$ cat config.mk
export PLATFORM = sky130hd
export DESIGN_NAME = maze_dfs_path_search_top
export DESIGN_NICKNAME = d
export VERILOG_FILES = /design/src/rtl/mdfs_pkg.sv /design/src/rtl/mdfs_ram.sv /design/src/rtl/mdfs_datapath.sv /design/src/rtl/mdfs_ctrl.sv /design/src/rtl/maze_dfs_path_search_top.sv
export SDC_FILE = /design/constraint.sdc
export NUM_CORES = 2
export LEC_CHECK = 0
export BUFFER_PORTS_ARGS = -buffer_cell sky130_fd_sc_hd__buf_2
export CORE_ASPECT_RATIO = 1.1
export CORE_MARGIN = 5
export CORE_UTILIZATION = 55
export CTS_BUF_LIST = sky130_fd_sc_hd__clkbuf_2
export DETAILED_ROUTE_END_ITERATION = 12
export HOLD_SLACK_MARGIN = 0.12
export PLACE_DENSITY_LB_ADDON = 0.25
export SLEW_MARGIN = 15
export SYNTH_ARGS = -nofsm -noshare
export SYNTH_HDL_FRONTEND = slang
export SYNTH_SLANG_ARGS = --single-unit
$ cat constraint.sdc
create_clock -name clock -period 18.2 [get_ports clock]
set_input_delay 3.64 -clock clock [delete_from_list [all_inputs] [get_ports clock]]
set_output_delay 3.64 -clock clock [all_outputs]
set_load 0.05 [all_outputs]
$ cat src/rtl/mdfs_pkg.sv
package mdfs_pkg;

   // default grid side
   localparam int GRID_SIDE_DEF = 16;

   // item modes
   localparam logic [1:0] MODE_WRITE = 2'd0;
   localparam logic [1:0] MODE_SOLVE = 2'd1;
   localparam logic [1:0] MODE_READ  = 2'd2;

   // cell marks and search directions
   localparam logic [2:0] MARK_FREE    = 3'd0;
   localparam logic [2:0] MARK_BLOCKED = 3'd1;
   localparam logic [2:0] MARK_DEAD    = 3'd2;
   localparam logic [2:0] DIR_EAST     = 3'd3;
   localparam logic [2:0] DIR_SOUTH    = 3'd4;
   localparam logic [2:0] DIR_WEST     = 3'd5;
   localparam logic [2:0] DIR_NORTH    = 3'd6;

   typedef struct packed {
      logic [1:0] mode;
      logic [3:0] row;
      logic [3:0] col;
      logic       cell_blocked;
      logic [3:0] start_row;
      logic [3:0] start_col;
      logic [3:0] end_row;
      logic [3:0] end_col;
   } req_type;

   typedef struct packed {
      logic       found;
      logic [8:0] path_length;
      logic [2:0] cell_mark;
   } rsp_type;

   typedef enum logic [2:0] {
      ST_CLEAR,
      ST_IDLE,
      ST_READ,
      ST_PROBE,
      ST_CHECK,
      ST_POP,
      ST_FOUND,
      ST_ZERO
   } state_type;

   typedef enum logic [3:0] {
      OP_NONE,
      OP_CLEAR,
      OP_CELL_WR,
      OP_CELL_RD,
      OP_START,
      OP_PROBE,
      OP_ENTER,
      OP_POP,
      OP_DEAD,
      OP_ADVANCE
   } op_type;

   typedef enum logic [1:0] {
      RSP_ZERO,
      RSP_MARK,
      RSP_FOUND
   } rsp_sel_type;

   typedef struct packed {
      op_type      op;
      logic        load_rsp;
      rsp_sel_type rsp_sel;
   } cmd_type;

   typedef struct packed {
      logic clr_last;
      logic enterable;
      logic at_end;
      logic depth_zero;
      logic top_north;
   } status_type;

endpackage

$ cat src/rtl/mdfs_ram.sv
module mdfs_ram #(
   parameter int WIDTH = 8,
   parameter int DEPTH = 256
) (
   input  logic                     clock,
   input  logic                     wr_en,
   input  logic [$clog2(DEPTH)-1:0] wr_addr,
   input  logic [WIDTH-1:0]         wr_data,
   input  logic                     rd_en,
   input  logic [$clog2(DEPTH)-1:0] rd_addr,
   output logic [WIDTH-1:0]         rd_data
);

   logic [WIDTH-1:0] mem_ff [DEPTH];
   logic [WIDTH-1:0] rd_data_ff;

   // one write port, one registered read port
   always_ff @(posedge clock) begin
      if (wr_en) begin
         mem_ff[wr_addr] <= wr_data;
      end
      if (rd_en) begin
         rd_data_ff <= mem_ff[rd_addr];
      end
   end

   assign rd_data = rd_data_ff;

endmodule

$ cat src/rtl/mdfs_datapath.sv
module mdfs_datapath #(
   parameter int GRID_SIDE = mdfs_pkg::GRID_SIDE_DEF
) (
   input  logic                 clock,
   input  logic                 reset,
   input  mdfs_pkg::req_type    req,
   input  mdfs_pkg::cmd_type    cmd,
   output mdfs_pkg::status_type status,
   output mdfs_pkg::rsp_type    rsp
);

   localparam int CELLS = GRID_SIDE * GRID_SIDE;
   localparam int IDXW  = $clog2(GRID_SIDE);
   localparam int AW    = $clog2(CELLS);
   localparam int DW    = $clog2(CELLS + 1);
   localparam int SW    = 2 * IDXW + 3;
   localparam logic [IDXW-1:0] LAST = IDXW'(GRID_SIDE - 1);

   // search position, target, stack depth, clear sweep
   logic [IDXW-1:0] cur_r_ff, cur_r_in;
   logic [IDXW-1:0] cur_c_ff, cur_c_in;
   logic            cur_off_ff, cur_off_in;
   logic [3:0]      end_r_ff, end_c_ff;
   logic [DW-1:0]   depth_ff, depth_in;
   logic [AW-1:0]   clr_cnt_ff;
   logic            rd_oor_ff;
   mdfs_pkg::rsp_type rsp_ff, rsp_in;

   // memory ports
   logic          grid_we, grid_re;
   logic [AW-1:0] grid_wa, grid_ra;
   logic [2:0]    grid_wd, grid_rd;
   logic          stk_we, stk_re;
   logic [AW-1:0] stk_wa, stk_ra;
   logic [SW-1:0] stk_wd, stk_rd;

   logic [IDXW-1:0] e_r, e_c;
   logic [2:0]      e_dir, next_dir;
   logic [IDXW-1:0] step_r, step_c;
   logic            step_off;
   logic            req_in_range, start_in_range;
   logic [AW-1:0]   req_addr, cur_addr, e_addr;
   logic [DW-1:0]   depth_m1;

   mdfs_ram #(.WIDTH(3), .DEPTH(CELLS)) u_grid (
      .clock   (clock),
      .wr_en   (grid_we),
      .wr_addr (grid_wa),
      .wr_data (grid_wd),
      .rd_en   (grid_re),
      .rd_addr (grid_ra),
      .rd_data (grid_rd)
   );

   mdfs_ram #(.WIDTH(SW), .DEPTH(CELLS)) u_stack (
      .clock   (clock),
      .wr_en   (stk_we),
      .wr_addr (stk_wa),
      .wr_data (stk_wd),
      .rd_en   (stk_re),
      .rd_addr (stk_ra),
      .rd_data (stk_rd)
   );

   // popped stack entry
   assign e_r      = stk_rd[SW-1 -: IDXW];
   assign e_c      = stk_rd[SW-IDXW-1 -: IDXW];
   assign e_dir    = stk_rd[2:0];
   assign next_dir = e_dir + 3'd1;

   // cell addresses
   assign req_in_range   = (32'(req.row) < GRID_SIDE) && (32'(req.col) < GRID_SIDE);
   assign start_in_range = (32'(req.start_row) < GRID_SIDE) &&
                           (32'(req.start_col) < GRID_SIDE);
   assign req_addr = AW'(32'(req.row) * GRID_SIDE + 32'(req.col));
   assign cur_addr = AW'(32'(cur_r_ff) * GRID_SIDE + 32'(cur_c_ff));
   assign e_addr   = AW'(32'(e_r) * GRID_SIDE + 32'(e_c));
   assign depth_m1 = depth_ff - DW'(1);

   // neighbor of the popped cell in its new direction
   always_comb begin
      step_r   = e_r;
      step_c   = e_c;
      step_off = 1'b0;
      case (next_dir)
         mdfs_pkg::DIR_EAST: begin
            step_c   = e_c + IDXW'(1);
            step_off = (e_c == LAST);
         end
         mdfs_pkg::DIR_SOUTH: begin
            step_r   = e_r + IDXW'(1);
            step_off = (e_r == LAST);
         end
         mdfs_pkg::DIR_WEST: begin
            step_c   = e_c - IDXW'(1);
            step_off = (e_c == '0);
         end
         default: begin
            step_r   = e_r - IDXW'(1);
            step_off = (e_r == '0);
         end
      endcase
   end

   // memory port selection
   always_comb begin
      grid_we = 1'b0;
      grid_wa = cur_addr;
      grid_wd = mdfs_pkg::MARK_FREE;
      grid_re = 1'b0;
      grid_ra = cur_off_ff ? '0 : cur_addr;
      stk_we  = 1'b0;
      stk_wa  = depth_ff[AW-1:0];
      stk_wd  = {cur_r_ff, cur_c_ff, mdfs_pkg::DIR_EAST};
      stk_re  = 1'b0;
      stk_ra  = depth_m1[AW-1:0];
      case (cmd.op)
         mdfs_pkg::OP_CLEAR: begin
            grid_we = 1'b1;
            grid_wa = clr_cnt_ff;
         end
         mdfs_pkg::OP_CELL_WR: begin
            grid_we = req_in_range;
            grid_wa = req_addr;
            grid_wd = req.cell_blocked ? mdfs_pkg::MARK_BLOCKED : mdfs_pkg::MARK_FREE;
         end
         mdfs_pkg::OP_CELL_RD: begin
            grid_re = req_in_range;
            grid_ra = req_addr;
         end
         mdfs_pkg::OP_PROBE: begin
            grid_re = 1'b1;
         end
         mdfs_pkg::OP_ENTER: begin
            grid_we = 1'b1;
            grid_wd = mdfs_pkg::DIR_EAST;
            stk_we  = 1'b1;
         end
         mdfs_pkg::OP_POP: begin
            stk_re = 1'b1;
         end
         mdfs_pkg::OP_DEAD: begin
            grid_we = 1'b1;
            grid_wa = e_addr;
            grid_wd = mdfs_pkg::MARK_DEAD;
            stk_re  = 1'b1;
         end
         mdfs_pkg::OP_ADVANCE: begin
            grid_we = 1'b1;
            grid_wa = e_addr;
            grid_wd = next_dir;
            stk_we  = 1'b1;
            stk_wd  = {e_r, e_c, next_dir};
         end
         default: begin
         end
      endcase
   end

   // next position and depth
   always_comb begin
      cur_r_in   = cur_r_ff;
      cur_c_in   = cur_c_ff;
      cur_off_in = cur_off_ff;
      depth_in   = depth_ff;
      case (cmd.op)
         mdfs_pkg::OP_START: begin
            cur_r_in   = IDXW'(req.start_row);
            cur_c_in   = IDXW'(req.start_col);
            cur_off_in = !start_in_range;
            depth_in   = '0;
         end
         mdfs_pkg::OP_ENTER: begin
            cur_c_in   = cur_c_ff + IDXW'(1);
            cur_off_in = (cur_c_ff == LAST);
            depth_in   = depth_ff + DW'(1);
         end
         mdfs_pkg::OP_POP, mdfs_pkg::OP_DEAD: begin
            depth_in = depth_m1;
         end
         mdfs_pkg::OP_ADVANCE: begin
            cur_r_in   = step_r;
            cur_c_in   = step_c;
            cur_off_in = step_off;
            depth_in   = depth_ff + DW'(1);
         end
         default: begin
         end
      endcase
   end

   // result value
   always_comb begin
      rsp_in = rsp_ff;
      if (cmd.load_rsp) begin
         rsp_in = '0;
         case (cmd.rsp_sel)
            mdfs_pkg::RSP_MARK: begin
               rsp_in.cell_mark = rd_oor_ff ? mdfs_pkg::MARK_BLOCKED : grid_rd;
            end
            mdfs_pkg::RSP_FOUND: begin
               rsp_in.found       = 1'b1;
               rsp_in.path_length = 9'(depth_ff);
            end
            default: begin
            end
         endcase
      end
   end

   // control registers
   always_ff @(posedge clock) begin
      if (reset) begin
         depth_ff   <= '0;
         clr_cnt_ff <= '0;
      end else begin
         depth_ff <= depth_in;
         if (cmd.op == mdfs_pkg::OP_CLEAR) begin
            clr_cnt_ff <= clr_cnt_ff + AW'(1);
         end
      end
   end

   // payload registers
   always_ff @(posedge clock) begin
      cur_r_ff   <= cur_r_in;
      cur_c_ff   <= cur_c_in;
      cur_off_ff <= cur_off_in;
      rsp_ff     <= rsp_in;
      if (cmd.op == mdfs_pkg::OP_START) begin
         end_r_ff <= req.end_row;
         end_c_ff <= req.end_col;
      end
      if (cmd.op == mdfs_pkg::OP_CELL_RD) begin
         rd_oor_ff <= !req_in_range;
      end
   end

   // status toward the controller
   assign status.clr_last   = (clr_cnt_ff == AW'(CELLS - 1));
   assign status.enterable  = !cur_off_ff && (grid_rd == mdfs_pkg::MARK_FREE);
   assign status.at_end     = (32'(cur_r_ff) == 32'(end_r_ff)) &&
                              (32'(cur_c_ff) == 32'(end_c_ff));
   assign status.depth_zero = (depth_ff == '0);
   assign status.top_north  = (e_dir == mdfs_pkg::DIR_NORTH);

   assign rsp = rsp_ff;

endmodule

$ cat src/rtl/mdfs_ctrl.sv
module mdfs_ctrl (
   input  logic                 clock,
   input  logic                 reset,
   input  logic                 req_valid,
   input  logic [1:0]           req_mode,
   output logic                 req_ready,
   output logic                 rsp_valid,
   input  logic                 rsp_ready,
   input  mdfs_pkg::status_type status,
   output mdfs_pkg::cmd_type    cmd
);

   mdfs_pkg::state_type state_ff, state_in;
   logic rsp_valid_ff, rsp_valid_in;
   logic slot_free;

   // output register can take a result this cycle
   assign slot_free = !rsp_valid_ff || rsp_ready;

   // state register
   always_ff @(posedge clock) begin
      if (reset) begin
         state_ff     <= mdfs_pkg::ST_CLEAR;
         rsp_valid_ff <= 1'b0;
      end else begin
         state_ff     <= state_in;
         rsp_valid_ff <= rsp_valid_in;
      end
   end

   // next state and commands
   always_comb begin
      state_in    = state_ff;
      req_ready   = 1'b0;
      cmd.op      = mdfs_pkg::OP_NONE;
      cmd.load_rsp = 1'b0;
      cmd.rsp_sel = mdfs_pkg::RSP_ZERO;
      case (state_ff)
         mdfs_pkg::ST_CLEAR: begin
            cmd.op = mdfs_pkg::OP_CLEAR;
            if (status.clr_last) begin
               state_in = mdfs_pkg::ST_IDLE;
            end
         end
         mdfs_pkg::ST_IDLE: begin
            req_ready = 1'b1;
            if (req_valid) begin
               case (req_mode)
                  mdfs_pkg::MODE_SOLVE: begin
                     cmd.op   = mdfs_pkg::OP_START;
                     state_in = mdfs_pkg::ST_PROBE;
                  end
                  mdfs_pkg::MODE_READ: begin
                     cmd.op   = mdfs_pkg::OP_CELL_RD;
                     state_in = mdfs_pkg::ST_READ;
                  end
                  default: begin
                     if (req_mode == mdfs_pkg::MODE_WRITE) begin
                        cmd.op = mdfs_pkg::OP_CELL_WR;
                     end
                     if (slot_free) begin
                        cmd.load_rsp = 1'b1;
                     end else begin
                        state_in = mdfs_pkg::ST_ZERO;
                     end
                  end
               endcase
            end
         end
         mdfs_pkg::ST_READ: begin
            if (slot_free) begin
               cmd.load_rsp = 1'b1;
               cmd.rsp_sel  = mdfs_pkg::RSP_MARK;
               state_in     = mdfs_pkg::ST_IDLE;
            end
         end
         mdfs_pkg::ST_PROBE: begin
            cmd.op   = mdfs_pkg::OP_PROBE;
            state_in = mdfs_pkg::ST_CHECK;
         end
         mdfs_pkg::ST_CHECK: begin
            if (status.enterable) begin
               cmd.op   = mdfs_pkg::OP_ENTER;
               state_in = status.at_end ? mdfs_pkg::ST_FOUND : mdfs_pkg::ST_PROBE;
            end else if (!status.depth_zero) begin
               cmd.op   = mdfs_pkg::OP_POP;
               state_in = mdfs_pkg::ST_POP;
            end else begin
               state_in = mdfs_pkg::ST_ZERO;
            end
         end
         mdfs_pkg::ST_POP: begin
            if (!status.top_north) begin
               cmd.op   = mdfs_pkg::OP_ADVANCE;
               state_in = mdfs_pkg::ST_PROBE;
            end else if (!status.depth_zero) begin
               // exhausted entry: dead end, pop the one below
               cmd.op = mdfs_pkg::OP_DEAD;
            end else begin
               state_in = mdfs_pkg::ST_ZERO;
            end
         end
         mdfs_pkg::ST_FOUND: begin
            if (slot_free) begin
               cmd.load_rsp = 1'b1;
               cmd.rsp_sel  = mdfs_pkg::RSP_FOUND;
               state_in     = mdfs_pkg::ST_IDLE;
            end
         end
         mdfs_pkg::ST_ZERO: begin
            if (slot_free) begin
               cmd.load_rsp = 1'b1;
               state_in     = mdfs_pkg::ST_IDLE;
            end
         end
         default: begin
            state_in = mdfs_pkg::ST_IDLE;
         end
      endcase
   end

   // result valid flag
   always_comb begin
      if (cmd.load_rsp) begin
         rsp_valid_in = 1'b1;
      end else if (rsp_ready) begin
         rsp_valid_in = 1'b0;
      end else begin
         rsp_valid_in = rsp_valid_ff;
      end
   end

   assign rsp_valid = rsp_valid_ff;

endmodule

$ cat src/rtl/maze_dfs_path_search_top.sv
// Channel   Ports                                   Moves
// req       req_valid, req_ready, req_payload       write, solve or read item
// rsp       rsp_valid, rsp_ready, rsp_payload       one result per item
//
// Cell write and unused mode: 1 cycle per item while the output register is free.
// Cell read: a registered grid memory read, then the result load.
// Solve: the item is taken, then each cell probed takes a grid read and a test, each
// stack pop takes a stack read, and the result load comes last; the search loop runs
// over the grid and stack memories.
// After reset a clearing pass writes every grid cell free, with req_ready low. A
// stalled result holds; the next item may be taken.
module maze_dfs_path_search_top #(
   parameter int GRID_SIDE = mdfs_pkg::GRID_SIDE_DEF
) (
   input  logic              clock,
   input  logic              reset,
   input  logic              req_valid,
   output logic              req_ready,
   input  mdfs_pkg::req_type req_payload,
   output logic              rsp_valid,
   input  logic              rsp_ready,
   output mdfs_pkg::rsp_type rsp_payload
);

   mdfs_pkg::cmd_type    cmd;
   mdfs_pkg::status_type status;

   mdfs_ctrl u_ctrl (
      .clock     (clock),
      .reset     (reset),
      .req_valid (req_valid),
      .req_mode  (req_payload.mode),
      .req_ready (req_ready),
      .rsp_valid (rsp_valid),
      .rsp_ready (rsp_ready),
      .status    (status),
      .cmd       (cmd)
   );

   mdfs_datapath #(.GRID_SIDE(GRID_SIDE)) u_datapath (
      .clock  (clock),
      .reset  (reset),
      .req    (req_payload),
      .cmd    (cmd),
      .status (status),
      .rsp    (rsp_payload)
   );

   // a waiting result is never overwritten
   assert property (@(posedge clock) disable iff (reset)
      cmd.load_rsp |-> (!rsp_valid || rsp_ready))
      else $error("result loaded over a waiting result");

   // pops only from a nonempty stack
   assert property (@(posedge clock) disable iff (reset)
      (cmd.op == mdfs_pkg::OP_POP || cmd.op == mdfs_pkg::OP_DEAD) |-> !status.depth_zero)
      else $error("stack pop while empty");

   // only a found search carries a length, and it carries no mark
   assert property (@(posedge clock) disable iff (reset)
      rsp_valid |-> ((rsp_payload.found || rsp_payload.path_length == '0) &&
                     (!rsp_payload.found || rsp_payload.cell_mark == '0)))
      else $error("inconsistent result fields");

endmodule

Word level (Yosys, flattened, before mapping):

Memory sizes are Yosys's and may differ from the RTL's. A register that Yosys moved wholly into a read port is not among the register bits.
Index checks and enable logic that the tools add are counted.
W data, S select, Z words.

* $add $sub $neg: 12
* equal/unequal tests: 35
* reduce and logical (&&, ||, !) cells: 24
* muxes and demuxes: 50

Operators by type and width (count)
* $mux W3: 11
* $pmux W4 S2: 4
* $pmux W9 S3: 1
* $add A8 B4 Y8: 3
* $pmux W8 S3: 1
* $eq A3 B3 Y1 const B: 7
* $eq A4 B4 Y1 const B: 5
* $pmux W4 S5: 1
* $pmux W3 S6: 1
* $eq A4 B3 Y1 const B: 4
* $mux W8: 2
* $mux W1: 14
* $add A4 B1 Y4 const B: 3
* $mux W4: 3
* $pmux W3 S4: 1
* $pmux W4 S3: 1
* $reduce_or A2 Y1: 6
* $mux W11: 1
* $mux W10: 1
* $add A9 B1 Y9 const B: 1
* $eq A3 B2 Y1 const B: 3
* $logic_not A9 Y1: 1
* $sub A9 B1 Y9 const B: 1
* $add A8 B1 Y8 const B: 1
* other kinds (30): 44

* output and inout port bits: 15
* memories: 2
* flip-flop bits (word level): 51
* input port bits: 31
* word-level logic and storage cells: 136
* memory bits (writable): 3584

Memory list
* u_datapath.u_stack.mem_ff: words 256, bits a word 11, read ports 1, clocked after Yosys merged registers in 1, write ports 1, RTL line mdfs_ram.sv:14 `logic [WIDTH-1:0] mem_ff [DEPTH];`
* u_datapath.u_grid.mem_ff: words 256, bits a word 3, read ports 1, clocked after Yosys merged registers in 1, write ports 1, RTL line mdfs_ram.sv:14

Longest topological paths before layout:

* depth after elaboration: 11
* gate-level depth with buffers: 21
* depth with buffers taken out: 13

By module:

Synthesis repeated with hierarchy kept, for this count alone.

* cells, all modules: 7153
* area total of the unflattened synthesis: 143646.5 µm²

Modules (own cells, without submodules)
* mdfs_ram (u_datapath.u_stack): area an instance 108823.1 µm², times used 1, sequential area each 84891.4 µm², cells an instance 4999
* mdfs_ram (u_datapath.u_grid): area an instance 31068.5 µm², times used 1, sequential area each 23152.2 µm², cells an instance 1713
* mdfs_datapath: area an instance 3255.6 µm², times used 1, sequential area each 1241.2 µm², cells an instance 371
* mdfs_ctrl: area an instance 499.2 µm², times used 1, sequential area each 80.1 µm², cells an instance 70

Least setup slack after synthesis:

OpenSTA, ideal clock, no wires.

* kind: register to register
* from: register u_datapath.u_stack.rd_data_ff[0] (netlist: u_datapath.u_stack.rd_data[0]) (read register of u_datapath.u_stack.mem_ff)
* to: memory u_datapath.u_grid.mem_ff[0][0], data pin
* arrival time: 11.133 ns
* cell stages (with the launch flop): 7
* buffers on the path: 2
* required time: 16.011 ns
* path slack: 4.879 ns
* library setup time: 2.189 ns
* period minus slack after synthesis: 13.321 ns
* path through: edfxtp_1 -> inv_1 -> ha_1 -> a21o_1 -> clkbuf_1 -> clkbuf_1 -> o21ai_0

* word-level cells in the longest chain between the ends: 5
* elaborated cells between the ends (all ways): 9
* those cells by class: add/sub (1); eq/ne (5); mux (3)

RTL lines
* from (decl): RTL line mdfs_ram.sv:15 `logic [WIDTH-1:0] rd_data_ff;`
* $eq A3 B3 Y1: RTL line mdfs_datapath.sv:245 `assign status.top_north = (e_dir == mdfs_pkg::DIR_NORTH);`
* $mux W4: RTL line mdfs_ctrl.sv:93 `if (!status.top_north) begin`
* $pmux W4 S5: RTL line mdfs_ctrl.sv:38 `case (state_ff)`
* $eq A4 B4 Y1, or another cell as far along: RTL line mdfs_datapath.sv:117 `case (cmd.op)`
* $pmux W3 S4 *: RTL line mdfs_datapath.sv:117
* named net u_datapath.grid_wd[0]: RTL line mdfs_datapath.sv:32 `logic [2:0] grid_wd, grid_rd;`
* to (decl): RTL line mdfs_ram.sv:14

Mark *: on every way through the listed nets, which the timed path passes. The rest lies on a longest branch.

Worst setup path in the final report:

* from: input req_payload[25] (netlist name)
* to: register u_datapath.u_grid.rd_data_ff[1] (netlist: u_datapath.u_grid.rd_data[1]) (read register of u_datapath.u_grid.mem_ff), data pin

* word-level cells in the longest chain between the ends: 8
* elaborated cells between the ends (all ways): 12
* those cells by class: eq/ne (4); mux (6); reduce/logical (2)

RTL lines
* from (decl): RTL line maze_dfs_path_search_top.sv:19 `input mdfs_pkg::req_type req_payload,`
* $logic_not A2 Y1: RTL line mdfs_ctrl.sv:58 `if (req_mode == mdfs_pkg::MODE_WRITE) begin`
* $mux W2: RTL line mdfs_ctrl.sv:58
* $pmux W4 S2 *: RTL line mdfs_ctrl.sv:48 `case (req_mode)`
* $mux W5 *: RTL line mdfs_ctrl.sv:47 `if (req_valid) begin`
* $pmux W4 S5 *: RTL line mdfs_ctrl.sv:38
* $eq A4 B3 Y1 or $eq A4 B2 Y1 (tied branches)
* $reduce_or A2 Y1 (no source line)
* $mux W1: RTL line mdfs_datapath.sv:117
* to (decl): RTL line mdfs_ram.sv:15

Mark *: on every way between the ends. The rest lies on a longest branch, timed or not.
A chain may end at the register's enable or synchronous reset.

==> results.py <==
metrics = {
    "clock_network": {
        "cts_tree": "built",
        "cts_buffers": 850,
        "cts_buffer_depth": 4,
        "cts.repair.resized": 0,
        "cts-htree-levels": 6,
        "post_cts_buffers": 0,
        "clk_latency_ns": 1.92,
        "hold_buffers": 0,
        "clk_transition_reported_paths_ns": 0.12,
        "clock_sinks": 3649,
        "cts-root-buf": "clkbuf_2",
    },
    "cells_and_area": {
        "drive_above_1_share": 0.2942,
        "mostFrequentLayoutCells": "edfxtp_1, clkbuf_2, mux4_2",
        "syn_to_final_growth_pct": 7.774,
        "fin_area_um2": 157300,
        "mostFrequentLayoutCell": "edfxtp_1",
        "fin_nets": 8084,
    },
    "worst_setup_path": {
        "reg2reg_depth": 8,
        "reg2reg_to": "u_datapath.u_stack.rd_data[9]$_DFFE_PP_",
        "startpoint_type": "primary input",
        "arrival_ns": 9.17,
        "ff2ff_setup_slack_ns": 11.38,
        "critPathKind": "primary input to flop",
        "cp-end-kind": "flop",
        "r2r_start": "u_datapath.depth_ff[0]$_SDFFE_PP0P_",
        "cp.required_ns": 19.81,
        "cp_max_fo": 83,
    },
    "floorplanning": {
        "die_h_um": 550.4,
        "die_w_um": 501.2,
        "rows": 198,
        "core-area_um2": 264300,
        "die-area_um2": 275900,
        "pin_count": 46,
        "initial_core_util": 0.5523,
    },
    "drt": {
        "drc": 0,
        "viasPerCell": 6.529,
        "num_vias": 79420,
        "totalWireLength_mm": 377.8,
        "drt-initial-drc-count": 10330,
        "final_antenna_net_count": 0,
        "firstDrtPassIters": 7,
        "wl_per_cell_um": 31.06,
    },
    "timing": {
        "fin_crit_sh": 0.4155,
        "tightestPinTransition_ns": 1.404,
        "slew_headroom": 0.06405,
        "fin_skew_ns": 0.2007,
        "slew_violations": 0,
        "rsz0062_at_grt": "false",
        "hold_viol": 0,
        "final.setup.tns_ns": 0,
        "max_freq_mhz": 132.2,
        "period_needed_ns": 7.562,
        "setup-violations-final": 0,
    },
    "status": {
        "outcome": "finished clean",
    },
    "synth": {
        "ys_seq_area_frac": 0.7491,
        "ys_ff_latch": 3649,
        "synth_area_leaders": "edfxtp_1, mux4_2, nor2_1, nand2_1, o22ai_1",
        "ys.flop_type": "edfxtp_1",
        "yosys.area.top_type_share": 0.7462,
        "yosysWarnings": 0,
        "async_flop_share": 0,
        "netlist_instances": 7482,
        "synthDistinctLibCells": 96,
        "avgSynthCellArea_um2": 19.51,
        "synth_area_um2": 146000,
        "yosys.area.top_type": "edfxtp_1",
        "synth_nets": 7536,
        "synth_edf_count": 3628,
    },
    "placement": {
        "routabilityCongestion": 0.9284,
        "io_buffers": 45,
        "placed_area_um2": 149800,
        "dp_hpwl_mm": 223.0,
    },
    "flow_run": {
        "cap_violations": 0,
    },
    "worst_hold_path": {
        "hp-start": "u_datapath.clr_cnt_ff[7]$_SDFFE_PP0N_",
        "hp-class": "flop to flop",
        "min_path_cells": 2,
        "worstHoldEndpoint": "u_datapath.clr_cnt_ff[7]$_SDFFE_PP0N_",
    },
    "global_route": {
        "antenna_found_initial": 23,
        "grt_pass1_vias": 79340,
        "grt_start_max_net_pins": 197,
        "grt-ovfl-total": 0,
        "grt_use_total": 0.2722,
        "grt_pass1_wl_mm": 546.6,
    },
    "pwr": {
        "peakVddDrop_uv": 95.86,
        "clkPwrFrac": 0.324,
        "netSwitchingFraction": 0.2700,
        "comb_power_share": 0.092,
        "seqPwrFrac": 0.584,
        "p_leak_nw": 46.52,
        "p_int_mw": 11.52,
        "p_per_area_nw_per_um2": 100.3,
        "p_sw_mw": 4.262,
    },
}
-- cell type report --
cell class	instances	area, um2
inverters	29	108.9
repair buffers	191	1463
clock buffers	1219	6101
clock inverters	248	1381
flip-flops and latches	3649	109400
multi-input cells	3309	34500
diodes	18	45.04
well taps	3500	4379
fillers	19180	107000
-- state kept, by name (all words and copies together), names as in the netlist --
| register | flops |
|---|---|
| u_ctrl.rsp_valid | 1 |
| u_datapath.u_grid.mem_ff | 768 |
| u_datapath.cur_c_ff | 4 |
| u_datapath.end_c_ff | 4 |
| u_datapath.cur_r_ff | 4 |
| u_datapath.u_grid.rd_data | 3 |
| u_datapath.cur_off_ff | 1 |
| u_datapath.u_stack.rd_data | 11 |
| u_datapath.u_stack.mem_ff | 2816 |
| u_datapath.end_r_ff | 4 |
| u_datapath.depth_ff | 9 |
| u_datapath.clr_cnt_ff | 8 |
| u_ctrl.state_ff | 3 |
| u_datapath.rsp | 13 |
-- synthesized netlist by cell type (31+ instances only) --
cell	count
a32oi_1	31
nor2_1	613
nand2_1	468
o22ai_1	272
nand3_1	109
a21oi_1	195
buf_1	77
mux4_2	935
clkbuf_1	222
a31oi_1	49
buf_2	120
buf_6	38
mux2i_1	66
o21ai_0	60
buf_4	36
edfxtp_1	3628
a211oi_1	45
-- cell families after synthesis --
| group | synth area share |
|---|---|
| AOI/OAI and AO/OA | 0.03863 |
| and+or+nand+nor | 0.04132 |
| adders and majority gates | 0.002074 |
| muxes | 0.1497 |
| buffers and inverters | 0.01747 |
| xor gates and xnor gates | 0.001740 |
| DFF | 0.7491 |
-- power by group through the flow --
stage	Sequential, mW	Combinational [mW]	Clock, mW
global route	9.22	1.49	5.68
CTS	9.22	1.42	5.21
finish	9.22	1.45	5.11
global placement	9.41	1.40	0
detailed placement	9.41	1.42	0
floorplan	9.43	0.910	0
-- how the worst max path moves through the flow --
stage	cells past startpoint	from	to	slack, ns
2_1_floorplan	6	u_datapath.u_stack.rd_data[0]$_DFFE_PP_	u_datapath.u_grid.mem_ff[0][0]$_DFFE_PP_	4.88
3_3_place_gp	14	req_payload[25]	u_datapath.u_grid.rd_data[1]$_DFFE_PP_	9.08
3_5_place_dp	14	req_payload[25]	u_datapath.u_grid.rd_data[1]$_DFFE_PP_	9.02
4_1_cts	4	u_ctrl.state_ff[2]$_SDFFE_PP0P_	req_ready	10.93
5_1_grt	8	u_datapath.depth_ff[0]$_SDFFE_PP0P_	u_datapath.u_stack.rd_data[10]$_DFFE_PP_	10.75
6_report	14	req_payload[25]	u_datapath.u_grid.rd_data[1]$_DFFE_PP_	10.64
-- metrics by stage --
stage / hold WS [ns] / utilization / setup WS (ns) / power [mW] / cells
after CTS: 0.5375 / 0.5950 / 10.93 / 15.85 / 12140
after floorplan: 0.4706 / - / 4.879 / 10.34 / 7482
after global routing: 0.5774 / 0.5952 / 10.75 / 16.40 / 12150
final: 0.5532 / 0.5953 / 10.64 / 15.78 / 12160
after detailed placement: 0.5231 / 0.5667 / 9.016 / 10.83 / 10680
after global placement: 0.4901 / 0.5664 / 9.085 / 10.81 / 10680
-- worst max-delay path, stage by stage --
cell	delay, ns
buf_2	0.23
inv_1	0.13
ha_1	0.25
and2_1	0.20
o211a_1	0.49
o21ai_4	0.51
buf_4	0.61
buf_4	0.90
nor2_1	0.35
a221oi_1	0.48
nor4_1	0.19
nand4b_1	0.23
nor4_1	0.66
nor4_1	0.11
-- layer usage --
layer / wire (um) / GRT usage
met5: 179 / 0
met4: 18650 / 0.1274
met3: 37500 / 0.05946
met1: 138100 / 0.3674
met2: 183400 / 0.4305
No activity file was read; power rests on OpenSTA's default activity.
